## src/serial_arm_forward_kinematics_defines.svh

```systemverilog
// Assertion macros shared by the forward kinematics block.
`ifndef SERIAL_ARM_FORWARD_KINEMATICS_DEFINES_SVH
`define SERIAL_ARM_FORWARD_KINEMATICS_DEFINES_SVH
`ifndef SYNTHESIS
`define SAFK_ASSERT(lbl, prop) \
  lbl: assert property (@(posedge clk_i) disable iff (!rst_ni) prop) \
    else $error("%m: property failed");
`define SAFK_NEVER(lbl, cond) \
  lbl: assert property (@(posedge clk_i) disable iff (!rst_ni) !(cond)) \
    else $error("%m: forbidden condition");
`else
`define SAFK_ASSERT(lbl, prop)
`define SAFK_NEVER(lbl, cond)
`endif
`endif

```

## src/safk_pkg.sv

```systemverilog
`default_nettype none
package safk_pkg;

  localparam int NumSegments   = 6;
  localparam int NumJoints     = 6;
  localparam int AngleFracBits = 27;
  localparam int CordicSteps   = 28;

  localparam int SegEff = (NumSegments < NumJoints) ? NumSegments : NumJoints;
  localparam int StepW  = $clog2(CordicSteps);
  localparam int SegW   = $clog2(NumJoints);

  typedef logic signed [31:0] q32_t;
  typedef q32_t [0:8] mat_t;
  typedef q32_t [0:2] vec_t;

  typedef struct packed {
    mat_t r;
    vec_t p;
  } pose_t;

  typedef logic signed [34:0] trig_t;

  typedef struct packed {
    trig_t s;
    trig_t c;
  } sc_t;

  typedef sc_t [0:NumJoints-1] sc_vec_t;

  typedef struct packed {
    logic signed [63:0] x;
    logic signed [63:0] y;
    logic signed [63:0] z;
    logic               neg;
  } cordic_t;

  typedef cordic_t [0:NumJoints-1] lanes_t;
  typedef q32_t [0:NumJoints-1] joints_t;

  localparam q32_t OneQ = 32'sd1073741824;

  localparam logic signed [63:0] PiQ60   = 64'sh3243F6A8885A308D;
  localparam logic signed [63:0] GainQ60 = 64'sd700114967507363215;
  localparam int ZShift = 60 - AngleFracBits;

  // pi and period in the angle format, offset that makes any input nonnegative
  localparam longint PiF    = (PiQ60 + (64'sd1 <<< (ZShift - 1))) >>> ZShift;
  localparam longint Period = 2 * PiF;
  localparam longint Wraps  = 64'sd2147483648 / Period + 1;
  localparam longint Offset = PiF + Wraps * Period;
  localparam longint MaxV   = 64'sd2147483648 + Offset;
  localparam int ModSteps   = $clog2(MaxV / Period + 1);
  localparam int VW         = $clog2(MaxV) + 2;
  localparam int RedW       = $clog2(PiF + 1) + 2;

  localparam pose_t PoseIdent = '{r: '{OneQ, 32'sd0, 32'sd0, 32'sd0, OneQ, 32'sd0,
                                        32'sd0, 32'sd0, OneQ},
                                   p: '{32'sd0, 32'sd0, 32'sd0}};

  localparam mat_t SegRot [0:NumJoints-1] = '{
    '{OneQ, 32'sd0, 32'sd0, 32'sd0, OneQ, 32'sd0, 32'sd0, 32'sd0, OneQ},
    '{32'sd6793, 32'sd0, OneQ, 32'sd0, OneQ, 32'sd0, -OneQ, 32'sd0, 32'sd6793},
    '{OneQ, 32'sd0, 32'sd0, 32'sd0, OneQ, 32'sd0, 32'sd0, 32'sd0, OneQ},
    '{32'sd7330, -32'sd2899, OneQ, 32'sd0, OneQ, 32'sd2899, -OneQ, 32'sd0, 32'sd7330},
    '{OneQ, 32'sd0, 32'sd0, 32'sd0, OneQ, 32'sd0, 32'sd0, 32'sd0, OneQ},
    '{OneQ, 32'sd0, 32'sd0, 32'sd0, OneQ, 32'sd0, 32'sd0, 32'sd0, OneQ}
  };

  localparam vec_t SegPos [0:NumJoints-1] = '{
    '{32'sd0, 32'sd0, 32'sd34171834},
    '{32'sd0, 32'sd59308398, 32'sd0},
    '{-32'sd1047, -32'sd46144055, 32'sd164282499},
    '{-32'sd966, 32'sd0, 32'sd153625611},
    '{32'sd81, 32'sd30843234, 32'sd81},
    '{32'sd0, -32'sd81, 32'sd31057982}
  };

  localparam vec_t SegAxis [0:NumJoints-1] = '{
    '{32'sd0, 32'sd0, OneQ}, '{32'sd0, OneQ, 32'sd0}, '{32'sd0, OneQ, 32'sd0},
    '{32'sd0, OneQ, 32'sd0}, '{32'sd0, 32'sd0, -OneQ}, '{32'sd0, OneQ, 32'sd0}
  };

  localparam mat_t ToolRot = '{
    -32'sd3231, -32'sd879557140, 32'sd615873966,
    -OneQ, 32'sd3961, 32'sd24,
    -32'sd2291, -32'sd615873966, -32'sd879557140
  };

  localparam vec_t ToolPos = '{-32'sd127176664, 32'sd43835511, -32'sd20698789};

  localparam vec_t ZeroPos = '{32'sd0, 32'sd0, 32'sd0};

  typedef logic signed [63:0] atan_tab_t [0:CordicSteps-1];

  // atan(2^-i) in Q.60 from its odd power series, long division bit by bit
  function automatic atan_tab_t build_atan();
    atan_tab_t tab;
    longint sum;
    longint term;
    longint rem;
    int e;
    int d;
    tab[0] = PiQ60 >>> 2;
    for (int i = 1; i < CordicSteps; i++) begin
      sum = 0;
      for (int k = 0; k < 31; k++) begin
        e = i * (2 * k + 1);
        if (e <= 60) begin
          d = 2 * k + 1;
          term = 0;
          rem = 0;
          for (int b = 60 - e; b >= 0; b--) begin
            rem = (rem <<< 1) | ((b == 60 - e) ? 64'sd1 : 64'sd0);
            if (rem >= longint'(d)) begin
              rem = rem - longint'(d);
              term = term | (64'sd1 <<< b);
            end
          end
          sum = (k % 2 == 1) ? sum - term : sum + term;
        end
      end
      tab[i] = sum;
    end
    return tab;
  endfunction

  localparam atan_tab_t AtanTab = build_atan();

  function automatic q32_t sat32(input logic signed [71:0] x);
    if (x > 72'sd2147483647) begin
      return 32'sh7fffffff;
    end else if (x < -72'sd2147483648) begin
      return 32'sh80000000;
    end
    return x[31:0];
  endfunction

  function automatic logic signed [33:0] rnd30(input logic signed [63:0] x);
    logic signed [63:0] t;
    t = (x + 64'sd536870912) >>> 30;
    return t[33:0];
  endfunction

  // multiply by an axis component; unit and zero components fold to wiring
  function automatic q32_t qmul_ax(input logic signed [35:0] v, input q32_t a);
    logic signed [71:0] pr;
    pr = 72'(v) * 72'(a);
    if (a == OneQ) begin
      return sat32(72'(v));
    end else if (a == -OneQ) begin
      return sat32(-72'(v));
    end
    return sat32((pr + 72'sd536870912) >>> 30);
  endfunction

  function automatic mat_t rodrigues(input vec_t a, input trig_t s, input trig_t c);
    mat_t m;
    logic signed [35:0] t;
    q32_t txx, tyy, tzz, txy, txz, tyz, sx, sy, sz;
    t   = 36'(OneQ) - 36'(c);
    txx = qmul_ax(36'(qmul_ax(t, a[0])), a[0]);
    tyy = qmul_ax(36'(qmul_ax(t, a[1])), a[1]);
    tzz = qmul_ax(36'(qmul_ax(t, a[2])), a[2]);
    txy = qmul_ax(36'(qmul_ax(t, a[0])), a[1]);
    txz = qmul_ax(36'(qmul_ax(t, a[0])), a[2]);
    tyz = qmul_ax(36'(qmul_ax(t, a[1])), a[2]);
    sx  = qmul_ax(36'(s), a[0]);
    sy  = qmul_ax(36'(s), a[1]);
    sz  = qmul_ax(36'(s), a[2]);
    m[0] = sat32(72'(txx) + 72'(c));
    m[1] = sat32(72'(txy) + 72'(sz));
    m[2] = sat32(72'(txz) - 72'(sy));
    m[3] = sat32(72'(txy) - 72'(sz));
    m[4] = sat32(72'(tyy) + 72'(c));
    m[5] = sat32(72'(tyz) + 72'(sx));
    m[6] = sat32(72'(txz) + 72'(sy));
    m[7] = sat32(72'(tyz) - 72'(sx));
    m[8] = sat32(72'(tzz) + 72'(c));
    return m;
  endfunction

endpackage
`default_nettype wire

```

## src/safk_angle_prep.sv

```systemverilog
`default_nettype none
module safk_angle_prep (
  input  wire logic             clk_i,
  input  wire logic             en_i,
  input  wire safk_pkg::joints_t joints_i,
  output safk_pkg::lanes_t      lanes_o
);

  logic signed [safk_pkg::RedW-1:0] red_q [0:safk_pkg::NumJoints-1];
  logic signed [safk_pkg::RedW-1:0] red_d [0:safk_pkg::NumJoints-1];
  safk_pkg::lanes_t lanes_d, lanes_q;

  // modulo by the period as ModSteps compare/subtract digits
  always_comb begin
    logic signed [safk_pkg::VW-1:0] v;
    for (int l = 0; l < safk_pkg::NumJoints; l++) begin
      v = safk_pkg::VW'(joints_i[l]) + safk_pkg::VW'(safk_pkg::Offset);
      for (int b = safk_pkg::ModSteps - 1; b >= 0; b--) begin
        if (v >= safk_pkg::VW'(safk_pkg::Period <<< b)) begin
          v = v - safk_pkg::VW'(safk_pkg::Period <<< b);
        end
      end
      v = v - safk_pkg::VW'(safk_pkg::PiF);
      red_d[l] = v[safk_pkg::RedW-1:0];
    end
  end

  always_ff @(posedge clk_i) begin
    if (en_i) begin
      red_q <= red_d;
    end
  end

  // fold into [-pi/2, pi/2]; the sign flip is applied after the rotations
  always_comb begin
    logic signed [63:0] z;
    for (int l = 0; l < safk_pkg::NumJoints; l++) begin
      z = 64'(red_q[l]) <<< safk_pkg::ZShift;
      lanes_d[l].neg = 1'b0;
      if (z > (safk_pkg::PiQ60 >>> 1)) begin
        z = z - safk_pkg::PiQ60;
        lanes_d[l].neg = 1'b1;
      end else if (z < -(safk_pkg::PiQ60 >>> 1)) begin
        z = z + safk_pkg::PiQ60;
        lanes_d[l].neg = 1'b1;
      end
      lanes_d[l].z = z;
      lanes_d[l].x = safk_pkg::GainQ60;
      lanes_d[l].y = 64'sd0;
    end
  end

  always_ff @(posedge clk_i) begin
    if (en_i) begin
      lanes_q <= lanes_d;
    end
  end

  assign lanes_o = lanes_q;

endmodule
`default_nettype wire

```

## config.mk

```make
export PLATFORM = sky130hd
export DESIGN_NAME = safk_angle_prep
export DESIGN_NICKNAME = d
export VERILOG_FILES = /design/src/serial_arm_forward_kinematics_defines.svh /design/src/safk_pkg.sv /design/src/safk_angle_prep.sv
export SDC_FILE = /design/constraint.sdc
export NUM_CORES = 2
export LEC_CHECK = 0
export BUFFER_PORTS_ARGS = -buffer_cell sky130_fd_sc_hd__buf_2
export CORE_AREA = 4 4 524 526
export DETAILED_ROUTE_END_ITERATION = 10
export DIE_AREA = 0 0 528 530
export SYNTH_ARGS = -nofsm -noshare
export SYNTH_HDL_FRONTEND = slang
export SYNTH_SLANG_ARGS = --single-unit
```

## constraint.sdc

```tcl
create_clock -name clk_i -period 20.9 [get_ports clk_i]
set_clock_uncertainty 0.05 [all_clocks]
set_input_delay 0 -clock clk_i [delete_from_list [all_inputs] [get_ports clk_i]]
set_output_delay 0 -clock clk_i [all_outputs]
set_load 0.02 [all_outputs]
```

# Word level (Yosys, flattened, before mapping)
# Index checks and enable logic that the tools add are counted.
dict set report op_classes {
  addsub 42
  order_cmp 30
  n_mux 36
}
# operator n
set ops {}
lappend ops {{two-way mux 64 bit} 12}
lappend ops {{two-way mux 35 bit} 12}
lappend ops {{adder 64 x 63 -> 64 bit (second input constant)} 6}
lappend ops {{greater-than comparator 64 x 62 -> 1 bit (second input constant)} 6}
lappend ops {{< comparator 64 x 62 -> 1 bit (second input constant)} 6}
lappend ops {{subtractor 64 x 63 -> 64 bit (second input constant)} 6}
lappend ops {{>= comparator 35 x 31 -> 1 bit (second input constant)} 6}
lappend ops {{>= comparator 35 x 32 -> 1 bit (second input constant)} 6}
lappend ops {{subtractor 34 x 33 -> 35 bit (second input constant)} 6}
lappend ops {{subtractor 35 x 32 -> 35 bit (second input constant)} 6}
lappend ops {{adder 32 x 33 -> 34 bit (second input constant)} 6}
lappend ops {{>= comparator 34 x 33 -> 1 bit (second input constant)} 6}
lappend ops {{two-way mux 31 bit} 6}
lappend ops {{subtractor 31 x 30 -> 31 bit (second input constant)} 6}
lappend ops {{subtractor 31 bit (second input constant)} 6}
lappend ops {{two-way mux 1 bit} 6}
dict set report totals {
  register_bits 576
  input_bits 194
  output_inout_bits 1158
  wordCells 126
}

# Longest topological paths before layout
dict set report depth {
  ltp_word 8
  depth_mapped 41
  depth_no_buf 34
}

# Worst setup path after synthesis
# Ideal clock, no wire load.
dict set report synth_path {
  path_kind {input port to flip-flop}
  start {in joints_i[98] (netlist name)}
  end {reg red_q[119] (netlist name), data pin}
  setup_time_ns 0.261
  arrival_time_ns 8.138
  required_ns 20.589
  slack_ns 12.451
  cell_stages 37
  n_path_buf 7
  cell_sequence {clkbuf_1 > inv_1 > ha_1 > buf_4 > and3b_1 > clkbuf_1 > o21ai_1 > a21oi_1 > o41a_1 > or4_4 > a2111o_1 > o31a_1 > buf_2 > a21oi_1 > xor2_1 > o31a_1 > o21ai_2 > buf_4 > o31a_1 > buf_2 > buf_1 > xnor2_1 > ha_1 > nor2_1 > mux2i_1 > o21ai_0 > a211oi_2 > o21ai_2 > a21o_1 > mux2_4 > a311o_1 > a211oi_4 > o211ai_2 > o21a_1 > nor2_2 > o21bai_1 > xnor2_1}
}
# element line
set synth_lines {}
lappend synth_lines {{start, declared} safk_angle_prep.sv:5} ;# input wire safk_pkg::joints_t joints_i,
lappend synth_lines {{end signal, assigned} safk_angle_prep.sv:30} ;# red_q <= red_d;
lappend synth_lines {{end, declared} safk_angle_prep.sv:9} ;# logic signed [safk_pkg::RedW-1:0] red_q [0:safk_pkg::NumJoints-1];

==> results.yml <==
logic_synthesis:
  synth.avg_cell_area_sq_um: 7.74
  synth.area.mux_share: 0.0155
  synth.area.top_cells: "edfxtp_1, buf_4, xnor2_1"
  post-synth-top-area-fraction: 0.209
  synth_edf_count: 390
  yosysWarnings: 0
  synth_top_family_by_area: "compound AO/OA/AOI/OAI gates"
  synth_compound_area_frac: 0.239
  synth_common_cells: "buf_4, nor2_1, xnor2_1"
  ys_seq_elements: 390
  yosys.area_share.simple: 0.229
  synth.most_common_cell: "buf_4"
  ys_types: 136
  synth_xor_area_frac: 0.134
  ys.flop_type: "edfxtp_1"
  syn_area_sq_um: 56000
  syn_inst: 7231
  ys_seq_area_frac: 0.209
  async_flop_share: 0
  synthAdderAreaFrac: 0.0114
  synth_area_leader_cell: "edfxtp_1"
pwr:
  p_leak_nw: 22.2
  ir_drop_mv: 0.113
  power.total_w: 0.00763
  powerDensity_nw_per_um2: 127
cts:
  root_buffer: "clkbuf_16"
  cts_resized: 0
  cts_tree: "done"
  cts_buffers: 48
  cts_setup_buffers: 0
  clockBufferDepth: 3
  cts_sinks: 390
  clock_latency_ps: 650
  cts.clk_slew.worst_paths_ps: 70
  h-tree-depth: 2
worst_setup_path:
  critical_path_arrival_ps: 11340
  crit_fanout: 23
  cp-end-kind: "register"
  crit_top_cell: "a21oi_1"
  critPathMaxStageDelay_ps: 820
  worst_path_max_delay_cell: "o31a_1"
  required_ps: 21210
  criticalPathCategory: "in2reg"
  worstSetupStartpointType: "primary input"
timing:
  setup_viol: 0
  fmax_mhz: 90.7
  drv_slew: 0
  hold_viol_final: 0
  tightest_slew_ps: 1050
  period_share: 0.527
  finalWorstSetupSlack_ps: 9880
  rsz0062_at_grt: "false"
  period_needed_ps: 11020
  whs_ps: 77.5
  finalSetupTns_ps: 0
  slew_headroom: 0.291
die:
  coreArea_sq_um: 270000
  dieArea_sq_um: 280000
  ios: 1352
  die_y_microns: 530
  die_x_microns: 528
  initial_core_util: 0.207
  rows: 191
routing:
  wl_per_cell_microns: 16.9
  dr.pass1.iters: 8
  drt-initial-drc-count: 4959
  wl_mm: 187
  drtAntennaViolNets: 0
  vias_per_cell: 4.74
  remaining_drc_errors: 0
  num_vias: 52426
cells_and_area:
  num-fill-cells: 30024
  synthToLayoutAreaGrowth_pct: 7.40
  nets: 7673
  utilization: 0.223
  drive_above_1_share: 0.131
run_status:
  outcome: "finished clean"
global_routing:
  antenna_found_initial: 45
  grt_max_degree: 96
  grt.total_usage: 0.121
  grt_overflow_total: 0
  first_global_vias: 45218
  grt_pass1_wl_mm: 274
min_path:
  hold_path_class: "in2reg"
job:
  cap_viol_max_count: 0
placement:
  place_congestion: 0.927
  pre_cts_ws_ps: 10110
  io_buffer_count: 583
  hpwl_mm: 152
-- kinds of logic after synthesis --
kind of cell,after synthesis
DFF,390
adders and majority gates,52
muxes,83
other,2
buffers and inverters,1417
xor gates and xnor gates,855
AOI/OAI and AO/OA,1901
and+or+nand+nor,2531
-- flip-flops by register name, indices dropped and copies added, names as in the netlist --
| name | count |
|---|---|
| lanes_o | 204 |
| red_q | 186 |
-- cell usage in the layout, fill, tap and decap left out, types with 74 or more instances in the layout --
cell type / instances
inv_1: 141
nand2_1: 578
nand3_1: 192
buf_2: 582
o21ai_0: 331
nor3_1: 234
a31oi_1: 136
o211ai_1: 83
conb_1: 768
o21a_1: 79
nand2b_1: 82
or3_1: 85
or2_2: 74
a21oi_1: 346
xor2_1: 247
edfxtp_1: 390
nor2_1: 655
nor4_1: 84
xnor2_1: 605
and3_1: 87
-- cell type report --
class,instances,area [sq um],area share
clock buffers,52,1240,0.0206
repair buffers,656,3530,0.0587
clock inverters,37,423,0.00703
multi-input cells,6190,38200,0.635
diodes,25,62.6,0.00104
well taps,3570,4470,0.0743
inverters,145,544,0.00905
flip-flops and latches,390,11700,0.195
-- worst max-delay path: cells and delay by family --
kind / cells / cell delay (ps)
AO/OA/AOI/OAI: 14 / 5420
XOR/XNOR: 2 / 380
adder cells (fa/ha/maj): 2 / 650
buffers and inverters: 4 / 1140
multiplexers: 3 / 1100
AND/OR/NAND/NOR: 8 / 2590
-- per-stage QoR --
step           area (sq um)  std cells
2_1_floorplan         58900       7997
3_3_place_gp          58200      10929
3_5_place_dp          58200      10929
4_1_cts               60100      11040
5_1_grt               60100      11048
6_report              60100      11065
-- path summary, 6_finish.rpt --
check / depth (start not counted) / slack (ps) / start / endpoint
setup / recovery: 33 / 9880 / joints_i[34] / red_q[61]$_DFFE_PP_
hold / removal: 2 / 80 / joints_i[32] / red_q[31]$_DFFE_PP_
setup reg to reg: 14 / 16290 / red_q[95]$_DFFE_PP_ / lanes_o[627]$_DFFE_PP_
hold reg to reg: 1 / 570 / red_q[169]$_DFFE_PP_ / lanes_o[1013]$_DFFE_PP_
-- layer usage --
layer,vias up,share of wire,GRT usage
met2,2190,0.45,0.192
met4,14,0.021,0.0281
li1,25216,-,-
met5,-,0.00051,0
met1,24778,0.45,0.169
met3,228,0.085,0.0246
-- timing repair --
item	CTS	global route
setup endpoints to repair	0	0
endpoints found under the hold margin	126	0
hold buffers	22	0
-- power breakdown --
group          total [W]  switching [W]  internal [W]  leakage (nW)
Combinational    0.00477        0.00313       0.00165          17.6
Clock           0.000892       0.000372      0.000520         0.819
Sequential       0.00197       0.000458       0.00151          3.82
No activity file was read; power rests on OpenSTA's default activity.
